### src/rtl/alp_pkg.sv
// Shared types, codes and the alarm pattern ROM for the alarm pattern player.
// Used by every module of the block through scoped names; depends on nothing.
`default_nettype none

package alp_pkg;

    localparam int DUR_BITS   = 10;   // on and gap times, up to 1023 ms
    localparam int REP_BITS   = 2;    // repeat counts, up to 3
    localparam int LGAP_BITS  = 11;   // loop gap, up to 2047 ms
    localparam int DEDUP_BITS = 16;   // dedup windows
    localparam int PRIO_BITS  = 3;

    typedef logic [2:0] alarm_id_t;
    typedef logic [1:0] op_t;
    typedef logic [2:0] status_t;
    typedef logic       cfg_index_t;

    localparam alarm_id_t IDLE_ID = 3'd7;

    localparam op_t OP_TICK = 2'd0;
    localparam op_t OP_PLAY = 2'd1;
    localparam op_t OP_STOP = 2'd2;

    localparam status_t ST_OK         = 3'd0;
    localparam status_t ST_BAD_ID     = 3'd1;
    localparam status_t ST_MUTED      = 3'd2;
    localparam status_t ST_DEDUP      = 3'd3;
    localparam status_t ST_PRIO_DROP  = 3'd4;

    localparam cfg_index_t CFG_ENABLE = 1'b0;
    localparam cfg_index_t CFG_DEDUP  = 1'b1;

    localparam logic [DEDUP_BITS-1:0] DEDUP_RESET = 16'd1000;

    typedef struct packed {
        logic [PRIO_BITS-1:0]  prio;
        logic [DUR_BITS-1:0]   b_on;
        logic [DUR_BITS-1:0]   b_gap;
        logic [REP_BITS-1:0]   b_rep;
        logic [DUR_BITS-1:0]   v_on;
        logic [DUR_BITS-1:0]   v_gap;
        logic [REP_BITS-1:0]   v_rep;
        logic                  loops;
        logic [LGAP_BITS-1:0]  loop_gap;
        logic [DEDUP_BITS-1:0] dedup;
    } pattern_t;

    // Fixed pattern table; the idle code maps to an all-zero pattern.
    function automatic pattern_t alarm_rom(input alarm_id_t id);
        pattern_t p;
        p = '0;
        case (id)
            3'd0: p = '{3'd0, 10'd100, 10'd80,  2'd2, 10'd0,   10'd0,   2'd0,
                        1'b0, 11'd0,    16'd0};
            3'd1: p = '{3'd1, 10'd70,  10'd630, 2'd1, 10'd100, 10'd600, 2'd1,
                        1'b0, 11'd0,    16'd600};
            3'd2: p = '{3'd2, 10'd250, 10'd0,   2'd1, 10'd0,   10'd0,   2'd0,
                        1'b0, 11'd0,    16'd55000};
            3'd3: p = '{3'd3, 10'd80,  10'd120, 2'd2, 10'd200, 10'd300, 2'd2,
                        1'b0, 11'd0,    16'd500};
            3'd4: p = '{3'd3, 10'd300, 10'd0,   2'd1, 10'd0,   10'd0,   2'd0,
                        1'b0, 11'd0,    16'd2500};
            3'd5: p = '{3'd4, 10'd300, 10'd200, 2'd2, 10'd0,   10'd0,   2'd0,
                        1'b0, 11'd0,    16'd9000};
            3'd6: p = '{3'd5, 10'd800, 10'd400, 2'd3, 10'd800, 10'd400, 2'd3,
                        1'b1, 11'd1200, 16'd0};
            default: p = '0;
        endcase
        return p;
    endfunction

endpackage

`default_nettype wire

### src/rtl/alp_channel.sv
// One output channel step (buzzer or vibration): on time, gap and repeats.
// Pure combinational; uses alp_pkg for field widths.
`default_nettype none

module alp_channel #(
    parameter int CLOCK_BITS = 32
) (
    input  wire logic [CLOCK_BITS-1:0]        now,
    input  wire logic                         phase_on,
    input  wire logic [alp_pkg::REP_BITS-1:0] count,
    input  wire logic [CLOCK_BITS-1:0]        stamp,
    input  wire logic [alp_pkg::DUR_BITS-1:0] on_ms,
    input  wire logic [alp_pkg::DUR_BITS-1:0] gap_ms,
    input  wire logic [alp_pkg::REP_BITS-1:0] rep,
    output logic                              phase_on_next,
    output logic [alp_pkg::REP_BITS-1:0]      count_next,
    output logic [CLOCK_BITS-1:0]             stamp_next,
    output logic                              done
);

    logic [CLOCK_BITS-1:0] elapsed;
    logic                  on_expired;
    logic                  gap_expired;

    assign elapsed     = now - stamp;
    assign on_expired  = elapsed >= CLOCK_BITS'(on_ms);
    assign gap_expired = elapsed >= CLOCK_BITS'(gap_ms);

    always_comb begin
        phase_on_next = phase_on;
        count_next    = count;
        stamp_next    = stamp;
        if (rep != '0) begin
            if (phase_on) begin
                if (on_expired) begin
                    phase_on_next = 1'b0;
                    stamp_next    = now;
                end
            end else if (count < rep && gap_expired) begin
                phase_on_next = 1'b1;
                count_next    = count + 1'b1;
                stamp_next    = now;
            end
        end
        done = (rep == '0) || (!phase_on_next && count_next >= rep);
    end

endmodule

`default_nettype wire

### src/rtl/alp_dedup.sv
// Per-kind record of the last accepted play and the dedup window check.
// Uses alp_pkg for the id and window widths.
`default_nettype none

module alp_dedup #(
    parameter int ALARM_KINDS = 7,
    parameter int CLOCK_BITS  = 32
) (
    input  wire logic                           aclk,
    input  wire logic                           aresetn,
    input  wire logic [CLOCK_BITS-1:0]          now,
    input  wire alp_pkg::alarm_id_t             id,
    input  wire logic [alp_pkg::DEDUP_BITS-1:0] window,
    input  wire logic                           record,
    output logic                                hit
);

    logic [CLOCK_BITS-1:0] stamp_reg [ALARM_KINDS];
    logic [ALARM_KINDS-1:0] valid_reg;
    logic [ALARM_KINDS-1:0] sel;
    logic [ALARM_KINDS-1:0] inside_win;

    // Each entry is compared at its own place; the id selects one-hot.
    always_comb begin
        for (int i = 0; i < ALARM_KINDS; i++) begin
            sel[i]        = (id == alp_pkg::alarm_id_t'(i));
            inside_win[i] = (now - stamp_reg[i]) < CLOCK_BITS'(window);
        end
        hit = |(sel & valid_reg & inside_win);
    end

    always_ff @(posedge aclk) begin
        if (!aresetn) begin
            valid_reg <= '0;
        end else if (record) begin
            valid_reg <= valid_reg | sel;
        end
    end

    always_ff @(posedge aclk) begin
        for (int i = 0; i < ALARM_KINDS; i++) begin
            if (record && sel[i]) begin
                stamp_reg[i] <= now;
            end
        end
    end

endmodule

`default_nettype wire

### src/rtl/alarm_pattern_player.sv
// Alarm pattern player, top level; depends on alp_pkg, alp_channel and alp_dedup.
// An accepted request beat loads the input register; its result then loads the result
// register, from which the result beat is offered. Throughput: one beat per cycle while
// the result side is not stalled, set by the single compare-and-update pass between the
// two registers. Reset (aresetn low, synchronous) goes idle with both outputs off, clears
// the clock and play history, and loads enable 1 and a default dedup window of 1000 ms.
`default_nettype none

module alarm_pattern_player #(
    parameter int ALARM_KINDS = 7,   // 1..7 valid alarm kinds
    parameter int CLOCK_BITS  = 32   // 17..32 bit wrapping millisecond clock
) (
    input  wire logic                           aclk,
    input  wire logic                           aresetn,
    // Configuration write channel.
    input  wire logic                           cfg_valid,
    output logic                                cfg_ready,
    input  wire alp_pkg::cfg_index_t            cfg_index,
    input  wire logic [alp_pkg::DEDUP_BITS-1:0] cfg_data,
    // Request stream.
    input  wire logic                           s_tvalid,
    output logic                                s_tready,
    input  wire logic [7:0]                     s_tdata,  // [1:0] op, [4:2] alarm_id, rest 0
    // Result stream.
    output logic                                m_tvalid,
    input  wire logic                           m_tready,
    output logic [7:0]                          m_tdata   // [2:0] status, [3] buzz_out,
                                                          // [4] vib_out, [7:5] active_id
);

    // ------------------------------------------------------------------
    // Configuration registers. Writes are always taken at once; the user
    // must let them arrive only while the block is idle: nothing enforces it.
    // ------------------------------------------------------------------
    logic                           enable_reg;
    logic [alp_pkg::DEDUP_BITS-1:0] dflt_dedup_reg;

    assign cfg_ready = 1'b1;

    always_ff @(posedge aclk) begin
        if (!aresetn) begin
            enable_reg     <= 1'b1;
            dflt_dedup_reg <= alp_pkg::DEDUP_RESET;
        end else if (cfg_valid) begin
            case (cfg_index)
                alp_pkg::CFG_ENABLE: enable_reg     <= cfg_data[0];
                alp_pkg::CFG_DEDUP:  dflt_dedup_reg <= cfg_data;
                default: ;
            endcase
        end
    end

    // ------------------------------------------------------------------
    // Input register and result register. The input stage moves on when
    // the result register is empty or being drained. A result stalled on
    // the master side holds the input stage, so a full input register then
    // takes no new beat; with the result side ready a beat goes every cycle.
    // ------------------------------------------------------------------
    logic                 in_valid_reg;
    alp_pkg::op_t         in_op_reg;
    alp_pkg::alarm_id_t   in_id_reg;
    logic                 out_valid_reg;
    logic [7:0]           out_data_reg;
    logic                 advance;
    logic                 fire;

    assign advance  = !out_valid_reg || m_tready;
    assign fire     = in_valid_reg && advance;
    assign s_tready = !in_valid_reg || advance;
    assign m_tvalid = out_valid_reg;
    assign m_tdata  = out_data_reg;

    always_ff @(posedge aclk) begin
        if (!aresetn) begin
            in_valid_reg <= 1'b0;
        end else if (s_tready) begin
            in_valid_reg <= s_tvalid;
        end
    end

    always_ff @(posedge aclk) begin
        if (s_tready && s_tvalid) begin
            in_op_reg <= s_tdata[1:0];
            in_id_reg <= s_tdata[4:2];
        end
    end

    // ------------------------------------------------------------------
    // Player state.
    // ------------------------------------------------------------------
    logic [CLOCK_BITS-1:0]        now_reg,        now_next;
    logic                         playing_reg,    playing_next;
    alp_pkg::alarm_id_t           cur_id_reg,     cur_id_next;
    logic                         b_on_reg,       b_on_next;
    logic [alp_pkg::REP_BITS-1:0] b_cnt_reg,      b_cnt_next;
    logic [CLOCK_BITS-1:0]        b_stamp_reg,    b_stamp_next;
    logic                         v_on_reg,       v_on_next;
    logic [alp_pkg::REP_BITS-1:0] v_cnt_reg,      v_cnt_next;
    logic [CLOCK_BITS-1:0]        v_stamp_reg,    v_stamp_next;
    logic                         loop_rest_reg,  loop_rest_next;
    logic [CLOCK_BITS-1:0]        loop_stamp_reg, loop_stamp_next;
    alp_pkg::status_t             status_next;

    logic [CLOCK_BITS-1:0] now_plus;
    alp_pkg::pattern_t     cur_pat;
    alp_pkg::pattern_t     req_pat;
    alp_pkg::pattern_t     start_pat;

    // Channel step results for a tick, taken against the advanced clock.
    logic                         b_on_tick, v_on_tick;
    logic [alp_pkg::REP_BITS-1:0] b_cnt_tick, v_cnt_tick;
    logic [CLOCK_BITS-1:0]        b_stamp_tick, v_stamp_tick;
    logic                         b_done, v_done;

    logic                           loop_expired;
    logic [alp_pkg::DEDUP_BITS-1:0] window;
    logic                           dedup_hit;
    logic                           play_ok;
    logic                           start_req;
    alp_pkg::alarm_id_t             start_id;
    logic [CLOCK_BITS-1:0]          start_time;

    assign now_plus     = now_reg + 1'b1;
    assign cur_pat      = alp_pkg::alarm_rom(cur_id_reg);
    assign req_pat      = alp_pkg::alarm_rom(in_id_reg);
    assign start_pat    = alp_pkg::alarm_rom(start_id);
    assign loop_expired = (now_plus - loop_stamp_reg) >= CLOCK_BITS'(cur_pat.loop_gap);
    assign window       = (req_pat.dedup != '0) ? req_pat.dedup : dflt_dedup_reg;

    alp_channel #(
        .CLOCK_BITS (CLOCK_BITS)
    ) u_buzz (
        .now           (now_plus),
        .phase_on      (b_on_reg),
        .count         (b_cnt_reg),
        .stamp         (b_stamp_reg),
        .on_ms         (cur_pat.b_on),
        .gap_ms        (cur_pat.b_gap),
        .rep           (cur_pat.b_rep),
        .phase_on_next (b_on_tick),
        .count_next    (b_cnt_tick),
        .stamp_next    (b_stamp_tick),
        .done          (b_done)
    );

    alp_channel #(
        .CLOCK_BITS (CLOCK_BITS)
    ) u_vib (
        .now           (now_plus),
        .phase_on      (v_on_reg),
        .count         (v_cnt_reg),
        .stamp         (v_stamp_reg),
        .on_ms         (cur_pat.v_on),
        .gap_ms        (cur_pat.v_gap),
        .rep           (cur_pat.v_rep),
        .phase_on_next (v_on_tick),
        .count_next    (v_cnt_tick),
        .stamp_next    (v_stamp_tick),
        .done          (v_done)
    );

    // The play history is written only when a play is actually started.
    alp_dedup #(
        .ALARM_KINDS (ALARM_KINDS),
        .CLOCK_BITS  (CLOCK_BITS)
    ) u_dedup (
        .aclk    (aclk),
        .aresetn (aresetn),
        .now     (now_reg),
        .id      (in_id_reg),
        .window  (window),
        .record  (fire && play_ok),
        .hit     (dedup_hit)
    );

    // ------------------------------------------------------------------
    // One pass of next-state logic per beat. A tick advances the clock, drops
    // the play when muted, and otherwise steps both channels of a running play
    // against the new time; a play runs the checks in order bad id, mute, dedup,
    // priority; a stop goes idle at once. Starting a pattern (a new play or a
    // loop restart) is applied last and overrides the channel state.
    // ------------------------------------------------------------------
    always_comb begin
        now_next        = now_reg;
        playing_next    = playing_reg;
        cur_id_next     = cur_id_reg;
        b_on_next       = b_on_reg;
        b_cnt_next      = b_cnt_reg;
        b_stamp_next    = b_stamp_reg;
        v_on_next       = v_on_reg;
        v_cnt_next      = v_cnt_reg;
        v_stamp_next    = v_stamp_reg;
        loop_rest_next  = loop_rest_reg;
        loop_stamp_next = loop_stamp_reg;
        status_next     = alp_pkg::ST_OK;
        play_ok         = 1'b0;
        start_req       = 1'b0;
        start_id        = in_id_reg;
        start_time      = now_reg;

        case (in_op_reg)
            alp_pkg::OP_TICK: begin
                now_next = now_plus;
                if (!enable_reg) begin
                    // Muted: drop whatever is playing.
                    playing_next = 1'b0;
                    cur_id_next  = alp_pkg::IDLE_ID;
                    b_on_next    = 1'b0;
                    v_on_next    = 1'b0;
                end else if (playing_reg) begin
                    b_on_next    = b_on_tick;
                    b_cnt_next   = b_cnt_tick;
                    b_stamp_next = b_stamp_tick;
                    v_on_next    = v_on_tick;
                    v_cnt_next   = v_cnt_tick;
                    v_stamp_next = v_stamp_tick;
                    if (b_done && v_done) begin
                        if (cur_pat.loops) begin
                            if (!loop_rest_reg) begin
                                loop_rest_next  = 1'b1;
                                loop_stamp_next = now_plus;
                            end else if (loop_expired) begin
                                start_req  = 1'b1;
                                start_id   = cur_id_reg;
                                start_time = now_plus;
                            end
                        end else begin
                            playing_next = 1'b0;
                            cur_id_next  = alp_pkg::IDLE_ID;
                            b_on_next    = 1'b0;
                            v_on_next    = 1'b0;
                        end
                    end
                end
            end
            alp_pkg::OP_PLAY: begin
                if (in_id_reg >= alp_pkg::alarm_id_t'(ALARM_KINDS)) begin
                    status_next = alp_pkg::ST_BAD_ID;
                end else if (!enable_reg) begin
                    status_next = alp_pkg::ST_MUTED;
                end else if (dedup_hit) begin
                    status_next = alp_pkg::ST_DEDUP;
                end else if (playing_reg && in_id_reg != cur_id_reg &&
                             req_pat.prio <= cur_pat.prio) begin
                    status_next = alp_pkg::ST_PRIO_DROP;
                end else begin
                    play_ok    = 1'b1;
                    start_req  = 1'b1;
                    start_id   = in_id_reg;
                    start_time = now_reg;
                end
            end
            alp_pkg::OP_STOP: begin
                playing_next = 1'b0;
                cur_id_next  = alp_pkg::IDLE_ID;
                b_on_next    = 1'b0;
                v_on_next    = 1'b0;
            end
            default: ;
        endcase

        if (start_req) begin
            playing_next   = 1'b1;
            cur_id_next    = start_id;
            loop_rest_next = 1'b0;
            b_on_next      = (start_pat.b_rep != '0);
            b_cnt_next     = alp_pkg::REP_BITS'(start_pat.b_rep != '0);
            b_stamp_next   = start_time;
            v_on_next      = (start_pat.v_rep != '0);
            v_cnt_next     = alp_pkg::REP_BITS'(start_pat.v_rep != '0);
            v_stamp_next   = start_time;
        end
    end

    always_ff @(posedge aclk) begin
        if (!aresetn) begin
            now_reg        <= '0;
            playing_reg    <= 1'b0;
            cur_id_reg     <= alp_pkg::IDLE_ID;
            b_on_reg       <= 1'b0;
            b_cnt_reg      <= '0;
            b_stamp_reg    <= '0;
            v_on_reg       <= 1'b0;
            v_cnt_reg      <= '0;
            v_stamp_reg    <= '0;
            loop_rest_reg  <= 1'b0;
            loop_stamp_reg <= '0;
        end else if (fire) begin
            now_reg        <= now_next;
            playing_reg    <= playing_next;
            cur_id_reg     <= cur_id_next;
            b_on_reg       <= b_on_next;
            b_cnt_reg      <= b_cnt_next;
            b_stamp_reg    <= b_stamp_next;
            v_on_reg       <= v_on_next;
            v_cnt_reg      <= v_cnt_next;
            v_stamp_reg    <= v_stamp_next;
            loop_rest_reg  <= loop_rest_next;
            loop_stamp_reg <= loop_stamp_next;
        end
    end

    // Result register: the outputs as they stand after this beat.
    always_ff @(posedge aclk) begin
        if (!aresetn) begin
            out_valid_reg <= 1'b0;
        end else if (advance) begin
            out_valid_reg <= in_valid_reg;
        end
    end

    always_ff @(posedge aclk) begin
        if (fire) begin
            out_data_reg <= {(playing_next ? cur_id_next : alp_pkg::IDLE_ID),
                             v_on_next, b_on_next, status_next};
        end
    end

endmodule

`default_nettype wire
### config.mk
export PLATFORM = sky130hd
export DESIGN_NAME = alarm_pattern_player
export DESIGN_NICKNAME = d
export VERILOG_FILES = /design/src/rtl/alp_pkg.sv /design/src/rtl/alp_channel.sv /design/src/rtl/alp_dedup.sv /design/src/rtl/alarm_pattern_player.sv
export SDC_FILE = /design/constraint.sdc
export NUM_CORES = 1
export LEC_CHECK = 0
export BUFFER_PORTS_ARGS = -buffer_cell sky130_fd_sc_hd__buf_2
export CORE_MARGIN = 2
export CORE_UTILIZATION = 35
export DETAILED_ROUTE_END_ITERATION = 7
export PLACE_DENSITY = 0.46
export SLEW_MARGIN = 30
export SYNTH_ARGS = -nofsm -noshare
export SYNTH_HDL_FRONTEND = slang
export SYNTH_SLANG_ARGS = --single-unit
### constraint.sdc
create_clock -name aclk -period 9.8 [get_ports aclk]
set_input_delay 0.98 -clock aclk [delete_from_list [all_inputs] [get_ports aclk]]
set_output_delay 0.98 -clock aclk [all_outputs]
set_load 0.1 [all_outputs]
==> metrics.csv <==
metric,value,unit
class of the worst hold path,reg -> reg,
CTS resizes,0,
post-DP HPWL,94000,um
total design power,4.33,mW
setup clock skew after layout,39.2,ps
final count of negative-setup-slack endpoints,0,
sequential-to-total area share from yosys stat,0.276,
number of max-cap violations,0,
net count after synthesis,5042,
maximum root-to-sink buffer count,3,
kind of end point of the critical path,flip-flop,
area added between synthesis and finish,10.4,%
quantity of hold-fixing buffers added after cts,0,
number of sinks driven by the clock tree,402,
total non-filler cell area in the finished layout,0.0417,mm^2
fraction of layout instances using a drive strength above 1,0.0628,
remaining antenna violation count,0,
area share of the largest cell type after synthesis,0.188,
Final nets,5076,
area share of xor/xnor cells in the synthesized design,0.0699,
cell with the largest stage delay on the worst path,o21ai_2,
top_reg_cell synth,edfxtp_1,
worst slack on hold paths,457,ps
worst slew slack as a fraction of its limit,0.350,
wire length of the first global-routing pass,191000,um
flip-flop count of the largest register after layout,224,
maximum fanout count along the critical path,32,
clock-pin slew on the worst setup and hold paths,60,ps
"Setup Fix Bufs, Post-CTS",0,
portion of netlist area occupied by mux cells,0.0190,
Root Buffer Master,clkbuf_16,
area of the die,0.111,mm^2
startpoint type of the worst setup path,flip-flop,
post-route clock period utilization,0.916,
Tightest Pin Transition,950,ps
setup total negative slack,0,ps
final period demand of the worst path,8970,ps
setup repair after global routing missed its margin,no,
result of the run,"finished, final reports clean",
global-route usage over all layers,0.222,
critical setup path kind,reg -> reg,
number of inserted diodes,0,
fraction of registers with async set or reset after synthesis,0,
Placed Instance Area,0.0398,mm^2
number of global-route vias before repair,32200,
"Clk Latency, worst-skew pair",670,ps
number of enable-type register cells in the synthesized netlist,237,
synthesized cell area,0.0378,mm^2
starting density of the core,0.353,
vias,33400,
synthesized area per cell,8.33,um^2
horizontal extent of the die,333,um
cell accounting for the most synthesized area,edfxtp_1,
gate count of the mapped netlist,4539,
FMAX,111,MHz
Leakage,17.9,nW
simple-gate share of the synthesized area,0.175,
area inside the core boundary,0.107,mm^2
CTS tree,yes,
number of primary I/O pins,41,
number of antenna violations at the first check in global routing,8,
non-filler instance count after layout,6022,
Worst Path Required,10370,ps
violation count after the first detailed-routing iteration,1963,
worst setup slack after placement,1010,ps
via-per-instance ratio,5.55,
min setup slack post-route,826,ps
WL/cell,20.9,um
compound-cell area share of the yosys netlist,0.243,
"Hold Violations, Final",0,
adder and majority gate portion of the synthesized area,0.159,
data arrival at the endpoint of the critical path,9540,ps
"wirelength, routed",126000,um
number of synthesized register bits,402,
utilization of the core after routing,0.390,
Residual DRC,0,
main combinational cell family by area after synthesis,compound AO/OA/AOI/OAI gates,
pins over their slew limit,0,
ranking of synthesized cells by area,"edfxtp_1, ha_1, dfxtp_1",
maximum single-stage delay on the critical path,690,ps
Peak VDD IR,111,uV
CTS HTree Levels,2,
CTS Buf Count,56,
RePlAce Congestion,0.866,
power density cells,104,mW/mm^2
vertical die dimension,333,um
Post-Place Cells,5918,
Synth cell types,98,
site row count,120,
maximum number of pins on one net before global-route repair,73,
port bufs,36,
count of warnings emitted by yosys,0,
number of fillers in the final layout,11100,
remaining global-route overflow,0,
number of iterations in the first detailed-routing pass,5,
placed cells by master, fill, tap and decap left out, types with 15 or more instances in the layout:
cell type and n:
xor2_1 136, nor2_1 323, a21o_1 107, a211oi_1 47, a21oi_1 411, o31ai_1 18
edfxtp_1 237, nor2b_1 55, dfxtp_1 165, mux2i_1 64, o21ai_0 245, a31oi_1 38
a2111oi_0 17, o32ai_1 31, clkbuf_16 56, o32ai_2 24, nand2b_1 71, nor3_1 83
a21boi_0 18, buf_4 88, o21bai_1 34, and3_1 37, o2111ai_1 24, a211o_1 23
nor3b_1 15, o22ai_1 15, or3_1 38, nand3_1 113, o21a_1 84, xnor2_1 164
o211ai_1 51, buf_2 36, inv_1 403, ha_1 462, nand4_1 85, nand2_1 407
nor4_1 26, and2_1 24, o21ai_1 18
routing by layer:
metal / track usage / up-vias / wire, um
met5: 0 / - / 0
met4: 0.0710 / 0 / 3910
met3: 0.0181 / 170 / 4020
met2: 0.383 / 578 / 59400
met1: 0.291 / 15900 / 58300
li1: - / 16800 / -
synthesized netlist by cell type, drive strengths merged (11+ instances only):
library cell,count
a2111oi,20
a211o,23
a211oi,49
a21boi,24
a21o,107
a21oi,414
a221oi,11
a311oi,11
a31oi,38
and2,24
and3,37
and4,11
buf,37
clkbuf,113
dfxtp,165
edfxtp,237
fa,11
ha,462
inv,404
mux2i,64
nand2,407
nand2b,71
nand3,113
nand4,85
nor2,326
nor2b,55
nor3,89
nor3b,15
nor4,27
o2111ai,25
o211a,13
o211ai,51
o21a,85
o21ai,266
o21bai,34
o22ai,15
o311ai,14
o31a,12
o31ai,18
o32ai,55
or2,12
or3,38
xnor2,165
xor2,136
worst paths after layout:
check | startpoint | end | slack, ps | depth (start not counted)
hold reg to reg | v_stamp_reg[29]$_SDFFE_PN0P_ | v_stamp_reg[29]$_SDFFE_PN0P_ | 460 | 2
setup reg to reg | now_reg[1]$_SDFFE_PN0P_ | b_stamp_reg[25]$_SDFFE_PN0P_ | 830 | 28
setup / recovery | now_reg[1]$_SDFFE_PN0P_ | b_stamp_reg[25]$_SDFFE_PN0P_ | 830 | 28
hold / removal | v_stamp_reg[29]$_SDFFE_PN0P_ | v_stamp_reg[29]$_SDFFE_PN0P_ | 460 | 2
power by group:
group / leakage, nW / switching [mW] / internal (mW) / total [mW]
sequential: 3.89 / 0.0146 / 1.78 / 1.80
combinational: 13.0 / 0.240 / 0.133 / 0.373
clock: 0.931 / 0.856 / 1.31 / 2.16
cell type report:
class	instances	area (um^2)	area share
inverter	405	1520	0.0365
multi-input combinational	3582	25300	0.605
sequential	402	10400	0.250
clock buffer	68	1480	0.0354
tap	1403	1760	0.0420
timing repair buffer	126	881	0.0211
clock inverter	36	438	0.0105
critical path, delay by kind of cell (launching register included):
kind,cells,cell delay (ps)
AO/OA/AOI/OAI,13,4470
XOR/XNOR,2,610
adder cells (fa/ha/maj),2,730
buffers and inverters,1,370
flip-flops,1,330
multiplexers,1,240
AND/OR/NAND/NOR,9,2010
cells by family (layout without fill, tap and decap cells):
| kind of cell | Yosys count | after routing |
|---|---|---|
| muxes | 71 | 71 |
| other | 1 | 1 |
| adders and majority gates | 473 | 473 |
| buffers and inverters | 555 | 635 |
| AOI/OAI and AO/OA | 1373 | 1373 |
| and+or+nand+nor | 1363 | 1363 |
| DFF | 402 | 402 |
| xor gates and xnor gates | 301 | 301 |
No activity file was read; power rests on OpenSTA's default activity.
